`config.mk`:
```
export PLATFORM = sky130hd
export DESIGN_NAME = thm_div
export DESIGN_NICKNAME = d
export VERILOG_FILES = /design/src/rtl/thm_pkg.sv /design/src/rtl/thm_div.sv
export SDC_FILE = /design/constraint.sdc
export NUM_CORES = 1
export LEC_CHECK = 0
export BUFFER_PORTS_ARGS = -buffer_cell sky130_fd_sc_hd__buf_4
export CAP_MARGIN = 20
export CORE_MARGIN = 5
export CORE_UTILIZATION = 35
export CTS_CLUSTER_DIAMETER = 60
export DETAILED_ROUTE_END_ITERATION = 8
export PLACE_DENSITY = 0.48
export SLEW_MARGIN = 25
export SYNTH_ARGS = -nofsm -noshare
export SYNTH_HDL_FRONTEND = slang
export SYNTH_SLANG_ARGS = --single-unit
```
`constraint.sdc`:
```
create_clock -name i_clk -period 6.65 [get_ports i_clk]
set_input_delay 0.9975 -clock i_clk [delete_from_list [all_inputs] [get_ports i_clk]]
set_output_delay 0.9975 -clock i_clk [all_outputs]
set_load 0.01 [all_outputs]
```
`src/rtl/thm_pkg.sv`:
```
// ----------------------------------------------------------------------------
// thm_pkg
// Shared types, constants and the 32-bit saturation helper of the solver.
// ----------------------------------------------------------------------------
package thm_pkg;

    localparam int DEF_MAX_ROWS  = 64;
    localparam int DEF_FRAC_BITS = 16;

    localparam logic signed [63:0] SAT_MAX = 64'sh0000_0000_7FFF_FFFF;
    localparam logic signed [63:0] SAT_MIN = 64'shFFFF_FFFF_8000_0000;

    typedef enum logic [3:0] {
        ST_IDLE,
        ST_MUL1,
        ST_MUL2,
        ST_DIVV_START,
        ST_DIVV,
        ST_DIVU_START,
        ST_DIVU,
        ST_OUT,
        ST_BMUL,
        ST_BADD
    } t_state;

    typedef struct packed {
        logic              clip;
        logic signed [31:0] val;
    } t_sat;

    typedef struct packed {
        logic              done;
        logic              err;
        logic signed [31:0] q;
    } t_div_res;

    function automatic t_sat sat32(input logic signed [63:0] v);
        t_sat r;
        if (v > SAT_MAX) begin
            r.clip = 1'b1;
            r.val  = 32'sh7FFF_FFFF;
        end else if (v < SAT_MIN) begin
            r.clip = 1'b1;
            r.val  = 32'sh8000_0000;
        end else begin
            r.clip = 1'b0;
            r.val  = v[31:0];
        end
        return r;
    endfunction

endpackage

```
`src/rtl/thm_div.sv`:
```
// ----------------------------------------------------------------------------
// thm_div
// Radix-2 restoring divider: signed 64-bit numerator by signed 32-bit
// denominator, quotient truncated toward zero and saturated to 32 bits.
// ----------------------------------------------------------------------------
module thm_div (
    input  logic                  i_clk,
    input  logic                  i_rst_n,
    input  logic                  i_start,
    input  logic signed [63:0]    i_num,
    input  logic signed [31:0]    i_den,
    output thm_pkg::t_div_res     o_res
);
    import thm_pkg::*;

    logic        r_busy;
    logic        r_done;
    logic [5:0]  r_cnt;
    logic        r_neg;
    logic        r_num_neg;
    logic        r_zero;
    logic [63:0] r_n;
    logic [31:0] r_d;
    logic [31:0] r_rem;

    logic [32:0] trial;
    logic        fits;
    logic signed [63:0] q_signed;
    t_sat        q_sat;

    assign trial = {r_rem, r_n[63]};
    assign fits  = trial >= {1'b0, r_d};

    always_ff @(posedge i_clk) begin
        if (!i_rst_n) begin
            r_busy <= 1'b0;
            r_done <= 1'b0;
        end else begin
            r_done <= 1'b0;
            if (i_start) begin
                r_neg     <= i_num[63] ^ i_den[31];
                r_num_neg <= i_num[63];
                r_zero    <= (i_den == 32'sd0);
                r_n       <= i_num[63] ? 64'(-i_num) : 64'(i_num);
                r_d       <= i_den[31] ? 32'(-i_den) : 32'(i_den);
                r_rem     <= 32'd0;
                r_cnt     <= 6'd0;
                if (i_den == 32'sd0) begin
                    r_done <= 1'b1;
                end else begin
                    r_busy <= 1'b1;
                end
            end else if (r_busy) begin
                // quotient bits shift in where numerator bits leave
                r_rem <= fits ? 32'(trial - {1'b0, r_d}) : trial[31:0];
                r_n   <= {r_n[62:0], fits};
                r_cnt <= r_cnt + 6'd1;
                if (r_cnt == 6'd63) begin
                    r_busy <= 1'b0;
                    r_done <= 1'b1;
                end
            end
        end
    end

    assign q_signed = r_neg ? -$signed(r_n) : $signed(r_n);
    assign q_sat    = sat32(q_signed);

    always_comb begin
        o_res.done = r_done;
        if (r_zero) begin
            o_res.err = 1'b1;
            o_res.q   = r_num_neg ? 32'sh8000_0000 : 32'sh7FFF_FFFF;
        end else begin
            o_res.err = q_sat.clip;
            o_res.q   = q_sat.val;
        end
    end

`ifndef SYNTH
    a_start_idle: assert property (@(posedge i_clk) disable iff (!i_rst_n)
        i_start |-> !r_busy)
        else $error("divider started while busy");
    a_done_pulse: assert property (@(posedge i_clk) disable iff (!i_rst_n)
        r_done |=> !r_done)
        else $error("divider done held");
    a_rem_bound: assert property (@(posedge i_clk) disable iff (!i_rst_n)
        r_busy |-> r_rem < r_d)
        else $error("remainder out of range");
`endif

endmodule

```
---- Word level (Yosys, flattened, before mapping) ----
Index checks and enable logic that the tools add are counted.
Widths: inputs -> output; s select.
word-level totals
  flip-flop bits (word level) ............. 139
  bits of input ports ..................... 99
  logic and storage cells ................. 45
cells by class
  $add $sub $neg .......................... 5
  magnitude comparators ................... 3
  equality and inequality tests ........... 2
  mux-type cells .......................... 20
  bitwise logic cells ..................... 1
  reductions and logical operators ........ 4
operators with widths
  cell                  count
  $mux 64               4
  $neg 64->64           2
  $mux 33               3
  $mux 32               3
  $gt 64x32->1 const B  1
  $lt 64x32->1 const B  1
  $ge 33x32->1          1
  $logic_not 32->1      1
  $neg 32->32           1
  $sub 32x32->32        1
  $mux 31               1
  $mux 1                8
  $add 6x1->6 const B   1
  $eq 6x6->1 const B    1
  $mux 6                1
  $reduce_and 2->1      2
  $ne 2x2->1 const B    1
  $reduce_bool 2->1     1
  $xor 1x1->1           1

---- Longest topological paths before layout ----
Gate-level depths: netlist (run 1).
  word-level depth ........................ 6
  depth in mapped cells ................... 14
  gate-level depth less buffers ........... 12

---- Worst setup path after synthesis (run 1) ----
No wires, ideal clock.
  path type ............................... reg-to-output
  start point ............................. reg r_n[11]
  end point ............................... out o_res[10] (netlist bit)
  arrival time ............................ 4.082 ns
  setup slack ............................. 1.571 ns
  stages on the path, launching flop included .. 14
  path buffers ............................ 4
  path through ............................ edfxtp_1 or4_1 buf_2 or3b_1 buf_2 or4_4 buf_6 o41ai_4 xnor2_1 a2111o_1 or4_4 o311ai_4 buf_6 nand3_1
RTL lines
  what                    RTL line       source
  start, declared         thm_div.sv:22  logic [63:0] r_n;
  start signal, assigned  thm_div.sv:44  r_n <= i_num[63] ? 64'(-i_num) : 64'(i_num);
  start signal, assigned  thm_div.sv:56  r_n <= {r_n[62:0], fits};
  end, declared           thm_div.sv:12  output thm_pkg::t_div_res o_res

==> results of run 1 <==
[flip-flops by register name (all words and copies together) (netlist names)]
name,count
r_zero,1
r_busy,1
r_done,1
r_d,32
r_n,64
r_rem,32
r_num_neg,1
r_neg,1
r_cnt,6
[area by class of cell]
| type | instances | area share, % |
|---|---|---|
| Multi-Input combinational cell | 1106 | 52.45 |
| Clock inverter | 12 | 1.062 |
| Timing Repair Buffer | 149 | 7.981 |
| Clock buffer | 20 | 3.187 |
| Inverter | 60 | 1.625 |
| Tap cell | 455 | 4.062 |
| Sequential cell | 139 | 29.64 |
[stage by stage]
stage	instances	worst slack [ns]	utilization (%)	hold WS [ns]
floorplan	1399	1.571	-	0.4307
CTS	1941	0.5410	40.87	0.4607
global placement	1909	1.136	39.13	0.4452
detailed placement	1909	1.019	39.13	0.4478
finish	1941	0.5598	40.88	0.4587
global route	1941	0.3963	40.88	0.4817
[per-layer routing]
metal  vias up  routed length (um)
met2       220               17280
met3        24                1215
met4         0                 449
li1       5381                   -
met1      5108               16460
met5         -                   0
[where the power goes]
group	internal (mW)	switching, mW	leakage (nW)	total [mW]
Combinational	0.366	0.479	3.59	0.845
Clock	0.598	0.397	0.282	0.994
Sequential	1.07	0.0707	1.32	1.14
Total	2.03	0.946	5.19	2.98
[cells by family after synthesis]
| logic type | share of synthesized area [%] |
|---|---|
| buffers and inverters | 5.081 |
| adder cells (fa/ha/maj) | 3.891 |
| XOR/XNOR | 11.81 |
| flip-flops | 34.36 |
| AND/OR/NAND/NOR | 22.02 |
| multiplexers | 2.670 |
| AO/OA/AOI/OAI | 20.17 |
[placed cells by master, fill, tap and decap left out, types with 32 or more instances in the layout]
cell / synthesis / routed
inv_1: 60 / 59
o31ai_1: 39 / 39
nand3_1: 59 / 59
a21oi_1: 95 / 95
and2_1: 32 / 32
xor2_1: 103 / 103
o21ai_0: 67 / 67
nor2_1: 164 / 164
edfxtp_1: 137 / 137
nand2_1: 72 / 71
buf_4: 1 / 149
xnor2_1: 60 / 59
nor3_1: 33 / 32
ha_1: 36 / 36
or4_1: 32 / 32
a32oi_1: 33 / 33
[worst paths after layout]
check,from,to,cells past startpoint
setup reg to reg,r_n[63],r_rem[28],13
hold / removal,r_busy,r_busy,2
hold reg to reg,r_busy,r_busy,2
setup / recovery,r_n[11],o_res[19],11
[tightest hold or removal path, stage by stage, from the launching register on]
cell and delay, ns:
dfxtp_1 0.31, inv_1 0.05, a211oi_1 0.05
==> impl_metrics.ini, run 1 <==
[cts]
htree_levels = 4
cts_hold_buffers = 0
worst_skew_pair.late_latency_ns = 0.43
postCtsResizedCells = 0
cts.clk_slew.worst_paths_ns = 0.06
cts_buffers = 17
cts_num_sinks = 139
ctsLongestPathBuffers = 2
cts-root-buf = clkbuf_16
tritoncts = done
postCtsSetupBuffers = 0

[die]
floorplan.io_pins = 133
starting_utilization_of_the_core_area_pct = 35.26
coreArea_mm2 = 0.03429
die_w_um = 195.9
floorplan.rows = 68
overall_die_area_mm2 = 0.03836
die_height_um = 195.9

[timing]
finalCritPeriodShare_pct = 91.58
worst_slew_pin_slew_ns = 0.9455
final_max_slew_violation_count = 0
timing.slew.headroom_pct = 36.66
finalHoldViolCount = 0
finClkSkew_ns = 0.01449
setup_repair_after_global_routing_missed_its_margin = no
fin_tns_setup_ns = 0
fin_crit_ns = 6.090
setup-violations-final = 0
fmaxAchievable_mhz = 164.2

[worst_setup_path]
critical_path.startpoint_type = flip-flop
worstPathMaxFanout = 31
worst-endpoint-arrival_ns = 5.09
worst-endpoint-required_ns = 5.65
cpMaxStageDelayCell = or4_4
critical_path.cell_chain = or4_1 -> or3b_1 -> or4_4 -> o41ai_4 -> xnor2_1 -> a2111o_1 -> or4_4 -> o311ai_4 -> buf_4 -> nand3_1 -> buf_4
critPathCaptureType = output port
worst-r2r-setup-slack_ns = 2.47
path_buf_inv = 2
cp_top_family = simple AND/OR/NAND/NOR gates
setup.worst_path.class = flip-flop to output port
maximum_single_stage_delay_on_the_critical_path_ns = 0.70

[finish]
area_growth_syn_to_layout_pct = 15.93
final.fill_count = 3510
area_of_combinational_cells_with_multiple_inputs_mm2 = 0.007351
design_area_mm2 = 0.01402
final_net_count = 1609
insertedDiodeCount = 0
drive_gt1_share_pct = 13.86
final-seq-area_mm2 = 0.004154

[hold_path]
hp-class = flip-flop to flip-flop

[logic_synthesis]
synth-edff-count = 137
postSynthRegisterBits = 139
ys_top_cells_by_area = edfxtp_1, xor2_1, nor2_1, xnor2_1, a21oi_1
syn-cell-area_mm2 = 0.01209
yosysWarnings = 0
proportion_of_register_bits_with_asynchronous_set_or_reset_after_synthesis_pct = 0
synth.most_common_cell = nor2_1
post-synth-top-area-fraction_pct = 34.03
post-synth-top-area-cell = edfxtp_1
synth-seq-area-share_pct = 34.36
synth_cell_types = 71
synth.top_cells.by_count = nor2_1, edfxtp_1, xor2_1, a21oi_1, clkbuf_1
ys.flop_type = edfxtp_1
synthesis.area_per_instance_um2 = 8.642
synth_fp_nets = 1535
netlist_instances = 1399

[global_route]
use_met1_pct = 23.83
gr-usage-all-layers_pct = 17.86
number_of_global_route_vias_before_repair = 10420
globalRoute.totalOverflow = 0
gr-usage-met2_pct = 30.77
largest_net_degree_at_the_start_of_global_routing = 95
antenna_found_initial = 0
globalRoute.busiestLayer = met2
grt.met3_usage_pct = 2.662
grt_first_pass_wirelength_um = 55970

[pwr]
p_total_mw = 2.977
worst_ir_drop_vdd_mv = 0.1948
power.static_leakage_nw = 5.190
power.density_cell_area_mw_per_mm2 = 212.4

[drt]
wl_um = 35400
wl_per_cell_um = 18.24
first_pass_iters = 5
post-route-drc-count = 0
detail-route-antenna-nets = 0
drt_first_iter_violations = 575
vias_per_cell = 5.530
vias = 10730

[status]
outcome = completed

[placement]
io_buffers = 132
place_area_mm2 = 0.01342
gp_congestion = 0.8214
place.detailed.hpwl_um = 26250

[job]
maximum_capacitance_violations = 0
No activity file was read; power rests on OpenSTA's default activity.
==> run 2, diff against run 1 <==
ABC_AREA = 1   (was not set)
==> run 2 against run 1 <==
Synthesized cell count is 36% higher. Core utilization shrank 0.25 points. Critical path depth rose by 8. Combinational power increased by 16%.
==> impl_metrics.ini, run 2 <==
[finish]
insertedDiodeCount = 0
postLayoutCoreUtil_pct = 40.63
final_common_cell = nand2_1
area_growth_syn_to_layout_pct = 15.39
largest_register_ffs = 64
final_net_count = 2138
largest_registers = r_n: 64 flops, r_d: 32 flops, r_rem: 32 flops
mostFrequentLayoutCells = nand2_1, nor2_1, inv_1
drive_gt1_share_pct = 10.67
regMostFlops = r_n

[pwr]
power.static_leakage_nw = 6.311
power.density_cell_area_mw_per_mm2 = 212.4
worst_ir_drop_vdd_mv = 0.1908

[cts]
cts.clk_slew.worst_paths_ns = 0.06
tritoncts = done
postCtsSetupBuffers = 0
cts_buffers = 17
worst_skew_pair.late_latency_ns = 0.43
postCtsResizedCells = 0
cts_hold_buffers = 0
ctsLongestPathBuffers = 2
cts_num_sinks = 139
htree_levels = 4
cts-root-buf = clkbuf_16

[die]
starting_utilization_of_the_core_area_pct = 35.21
overall_die_area_mm2 = 0.04058
coreArea_mm2 = 0.03643
floorplan.rows = 70
die_height_um = 201.5
die_w_um = 201.5
floorplan.io_pins = 133

[logic_synthesis]
main_combinational_cell_family_by_area_after_synthesis = simple AND/OR/NAND/NOR gates
post_synth_xor_area_fraction_pct = 9.217
syn-cell-area_mm2 = 0.01283
synthesis.area_per_instance_um2 = 6.755
synth.most_common_cell = nand2_1
synth_cell_types = 49
yosysWarnings = 0
netlist_instances = 1899
area_fraction_in_compound_gates_after_synthesis_pct = 11.75
proportion_of_register_bits_with_asynchronous_set_or_reset_after_synthesis_pct = 0
post-synth-top-area-cell = edfxtp_1
postSynthRegisterBits = 139
post-synth-top-area-fraction_pct = 32.07
yosys.area_share.simple_pct = 34.78
synth.top_cells.by_count = nand2_1, nor2_1, inv_1, o21ai_0, edfxtp_1
synth-edff-count = 137
synth_adder_area_share_pct = 3.667
synth_fp_nets = 2035
synth.area.mux_share_pct = 0
synth-seq-area-share_pct = 32.38
ys_top_cells_by_area = edfxtp_1, nand2_1, nor2_1, inv_1, xor2_1
ys.flop_type = edfxtp_1

[placement]
io_buffers = 132
gp_congestion = 0.9277
place.detailed.hpwl_um = 34720

[drt]
vias_per_cell = 5.094
vias = 12650
first_pass_iters = 5
wl_per_cell_um = 17.28
detail-route-antenna-nets = 0
post-route-drc-count = 0
drt_first_iter_violations = 864
wl_um = 42910

[hold_path]
holdPathStages = 2
hp-class = flip-flop to flip-flop

[timing]
finalHoldViolCount = 0
fin_tns_setup_ns = 0
final_max_slew_violation_count = 0
finClkSkew_ns = 0.008464
timing.slew.headroom_pct = 38.14
fin_crit_ns = 4.660
fmaxAchievable_mhz = 214.6
setup_repair_after_global_routing_missed_its_margin = no
worst_slew_pin_slew_ns = 0.9222
finalCritPeriodShare_pct = 70.07
setup-violations-final = 0

[worst_setup_path]
worst-endpoint-required_ns = 5.65
reg2reg_depth = 15
critical_path.cell_chain = nor2_1 -> nand2_1 -> nor2_1 -> nand2_1 -> nor2_1 -> nand2_1 -> nand2_1 -> nand2_1 -> nand2_1 -> nand3_1 -> nor2_1 -> nand2_1 -> nor2_1 -> nand3_1 -> nand2_1 -> nand2_1 -> nand2_2 -> nand2_1 -> buf_4
timing.critical_path.mode_cell = nand2_1
maximum_single_stage_delay_on_the_critical_path_ns = 0.50
critical_path.startpoint_type = flip-flop
cpMaxStageDelayCell = edfxtp_1
worst-endpoint-arrival_ns = 3.66
setup.worst_path.class = flip-flop to output port
critPathCaptureType = output port
worstPathMaxFanout = 31

[status]
outcome = completed

[global_route]
grt_first_pass_wirelength_um = 67790
gr-usage-all-layers_pct = 20.85
antenna_found_initial = 5
globalRoute.totalOverflow = 0
largest_net_degree_at_the_start_of_global_routing = 77
number_of_global_route_vias_before_repair = 12480

[job]
maximum_capacitance_violations = 0
[run 2: changes by cell type after synthesis, sizes merged, moves of 33 or more]
cell    before  now
a32oi       33    0
nor2       164  306
inv         60  207
nand2       72  507
o21ai       67  157
clkbuf      81   27
or4         34    1
o31ai       39    4
nand3       59  132
[run 2: cell families (layout without fill, tap and decap cells)]
| family | count (synthesis) | after routing |
|---|---|---|
| AOI/OAI and AO/OA | 281 | 281 |
| xor gates and xnor gates | 135 | 135 |
| adders and majority gates | 37 | 37 |
| buffers and inverters | 264 | 380 |
| DFF | 139 | 139 |
| and+or+nand+nor | 1043 | 1043 |
[run 2: routing by layer]
layer  track usage, %  routed length, um
met5                0                 52
met4            6.860               1411
met3            3.288               1893
met2            35.60              20540
met1            27.06              19020
[run 2: path summary, 6_finish.rpt]
path                start  slack (ns)        end
setup / recovery  r_n[25]        1.99   o_res[0]
hold / removal     r_busy        0.45     r_busy
setup reg to reg  r_n[63]        3.34  r_rem[28]
hold reg to reg    r_busy        0.45     r_busy
[run 2: critical path, delay by kind of cell, from the launching register on]
kind	cells	cell delay (ns)
and+or+nand+nor	18	2.55
buffers and inverters	1	0.17
DFF	1	0.50
[run 2: area by class of cell]
class,count,area (um2)
Tap cell,468,585.6
Fill cell,3938,21630
Timing Repair Buffer,138,1044
Clock inverter,15,175.2
Multi-Input combinational cell,1496,7630
Clock buffer,17,425.4
Inverter,210,789.5
Sequential cell,139,4154
[run 2: through the flow]
step	setup WS [ns]	hold slack, ns	std cells	total power, mW	cell area (um2)
floorplan	2.602	0.4255	1899	1.842	12830
global placement	2.510	0.4355	2450	2.161	14190
detailed placement	2.453	0.4404	2450	2.160	14190
CTS	1.973	0.4500	2482	3.163	14790
global route	1.627	0.4761	2483	3.343	14800
finish	1.990	0.4517	2483	3.144	14800
[run 2: power breakdown]
group | internal [mW] | leakage (nW) | switching, mW
combinational | 0.357 | 4.67 | 0.621
sequential | 1.09 | 1.34 | 0.0814
clock | 0.590 | 0.298 | 0.404
==> run 3, diff against run 2 <==
PLACE_DENSITY = 0.5   (was 0.48)
clock period = 3.8 ns   (was 6.65 ns; I/O delays follow)
==> run 3 against run 2 <==
Sequential power increased by 75%. Highest routed layer unchanged. The run now ends with setup timing left. Worst hold slack worse by 0.11 ns. Count of clock-buffer cells in the layout grew 3. Combinational power grew 100%. Total power increased by 84%.
==> impl_metrics.ini, run 3 (synthesis results as in run 2) <==
[status]
outcome = complete, but fails checks
violated_checks = setup timing

[placement]
post-place-ws_ns = 0.1829
gp_congestion = 0.9446
io_buffers = 132
place.detailed.hpwl_um = 35230

[cts]
cts_buffers = 17
htree_levels = 4
ctsLongestPathBuffers = 2
cts.clk_slew.worst_paths_ns = 0.06
cts_num_sinks = 139
tritoncts = done
cts-root-buf = clkbuf_16
worst_skew_pair.late_latency_ns = 0.44

[die]
starting_utilization_of_the_core_area_pct = 35.21
die_w_um = 201.5
floorplan.rows = 70
die_height_um = 201.5
floorplan.io_pins = 133
coreArea_mm2 = 0.03643
overall_die_area_mm2 = 0.04058

[worst_setup_path]
reg2reg_depth = 15
critical_path.cell_chain = nor2_4 -> nand2_2 -> nor2_4 -> nand2_4 -> o21ai_4 -> buf_6 -> nand3_1 -> nand2_1 -> inv_2 -> nor2_1 -> nand3_1 -> nor2_1 -> nand3b_1 -> nand2_4 -> clkbuf_16 -> nand3_1 -> nand2_1 -> buf_4
critPathCaptureType = output port
worst_r2r_endpoint = r_rem[28]
timing.critical_path.mode_cell = nand3_1
setup.worst_path.class = flip-flop to output port
worstPathMaxFanout = 8
maximum_single_stage_delay_on_the_critical_path_ns = 0.52
worst-r2r-setup-slack_ns = 0.56
worst-endpoint-required_ns = 3.23
worst_setup_path_endpoint = o_res[25]
critical_path.startpoint = r_n[8]
worst-endpoint-arrival_ns = 3.25
cpMaxStageDelayCell = edfxtp_1
reg2reg_from = r_n[63]
critical_path.startpoint_type = flip-flop

[timing]
setup-violations-final = 20
final.hold.worst_slack_ns = 0.3385
finalCritPeriodShare_pct = 100.5
setup_repair_after_global_routing_missed_its_margin = yes
finalHoldViolCount = 0
final_max_slew_violation_count = 0
fin_tns_setup_ns = -0.1708
finClkSkew_ns = 0.01172
setup_slack_ns = -0.01972
fin_crit_ns = 3.820
timing.slew.headroom_pct = 39.63
worst_slew_pin_slew_ns = 0.9046
fmaxAchievable_mhz = 261.8

[finish]
final_net_count = 2233
regMostFlops = r_n
final.fill_count = 3829
postLayoutCoreUtil_pct = 44.42
drive_gt1_share_pct = 19.48
final_common_cell = nand2_1
area_growth_syn_to_layout_pct = 26.15
insertedDiodeCount = 0
largest_registers = r_n: 64 flops, r_d: 32 flops, r_rem: 32 flops
area_of_combinational_cells_with_multiple_inputs_mm2 = 0.008030
final-seq-area_mm2 = 0.004154
largest_register_ffs = 64
mostFrequentLayoutCells = nand2_1, nor2_1, inv_1

[global_route]
globalRoute.totalOverflow = 0
largest_net_degree_at_the_start_of_global_routing = 106
gr-usage-all-layers_pct = 21.06
antenna_found_initial = 3
grt_first_pass_wirelength_um = 68240
number_of_global_route_vias_before_repair = 12690

[drt]
vias_per_cell = 5.046
vias = 13010
drt_first_iter_violations = 881
detail-route-antenna-nets = 0
post-route-drc-count = 0
wl_um = 44690
wl_per_cell_um = 17.34
first_pass_iters = 5

[hold_path]
hp-class = primary input to flip-flop
worst_hold_startpoint = i_den[0]

[pwr]
power.static_leakage_nw = 6.917
worst_ir_drop_vdd_mv = 0.2312
power.density_cell_area_mw_per_mm2 = 357.6

[job]
maximum_capacitance_violations = 0
[run 3: cell types whose count changed in the layout (fill, tap and decap cells not counted), moves of 11 or more]
| cell | previous run | this run |
|---|---|---|
| buf_4 | 137 | 191 |
| nand2_1 | 497 | 449 |
| nor2_1 | 289 | 243 |
| nand2_2 | 8 | 49 |
| nor2_2 | 8 | 43 |
| buf_6 | 0 | 32 |
| nor2_4 | 8 | 19 |
[run 3: cell type report]
type                            count  share of cell area (%)
Timing Repair Buffer              233                   12.45
Clock buffer                       20                   2.698
Multi-Input combinational cell   1496                   49.62
Inverter                          210                   4.879
Sequential cell                   139                   25.67
Tap cell                          468                   3.618
Clock inverter                     12                   1.067
[run 3: power by group]
group | internal (mW) | total (mW) | switching (mW) | leakage (nW)
Combinational | 0.795 | 1.97 | 1.18 | 5.29
Sequential | 1.91 | 2.05 | 0.142 | 1.34
Clock | 1.09 | 1.77 | 0.673 | 0.285
Total | 3.80 | 5.79 | 1.99 | 6.92
[run 3: through the flow]
stage | cells | area [um2] | total power, mW
detailed placement | 2466 | 14380 | 3.831
global route | 2578 | 16180 | 6.121
finish | 2578 | 16180 | 5.786
floorplan | 1899 | 12830 | 3.223
CTS | 2511 | 15160 | 5.642
global placement | 2466 | 14380 | 3.824
[run 3: per-layer routing]
| layer | GRT usage [%] | vias to the layer above | wire length, um |
|---|---|---|---|
| met5 | 0 | - | 39 |
| met2 | 37.06 | 296 | 22350 |
| li1 | - | 6649 | - |
| met3 | 2.885 | 70 | 1809 |
| met1 | 26.54 | 5987 | 19230 |
| met4 | 7.300 | 6 | 1268 |
[run 3: how the worst min path moves through the flow]
stage,depth (start not counted),endpoint,slack (ns)
4_1_cts,1,r_d[0],0.32
3_3_place_gp,2,r_busy,0.44
3_5_place_dp,2,r_busy,0.44
2_1_floorplan,2,r_busy,0.43
6_report,1,r_d[0],0.34
5_1_grt,1,r_d[0],0.33
[run 3: worst max-delay path: cells and delay by family, from the launching register on]
kind	cells	cell delay, ns
flops	1	0.52
compound gates	1	0.28
simple gates	13	1.52
buf+inv	4	0.49
[run 3: repair_timing]
item | CTS | global route
hold buffers | 0 | 0
gates resized for setup | 20 | 139
endpoints found under the setup margin | 32 | 32
pin swaps | 3 | 41
hold endpoints to repair | 0 | 0
buffers inserted | 13 | 61
cloned | 0 | 6
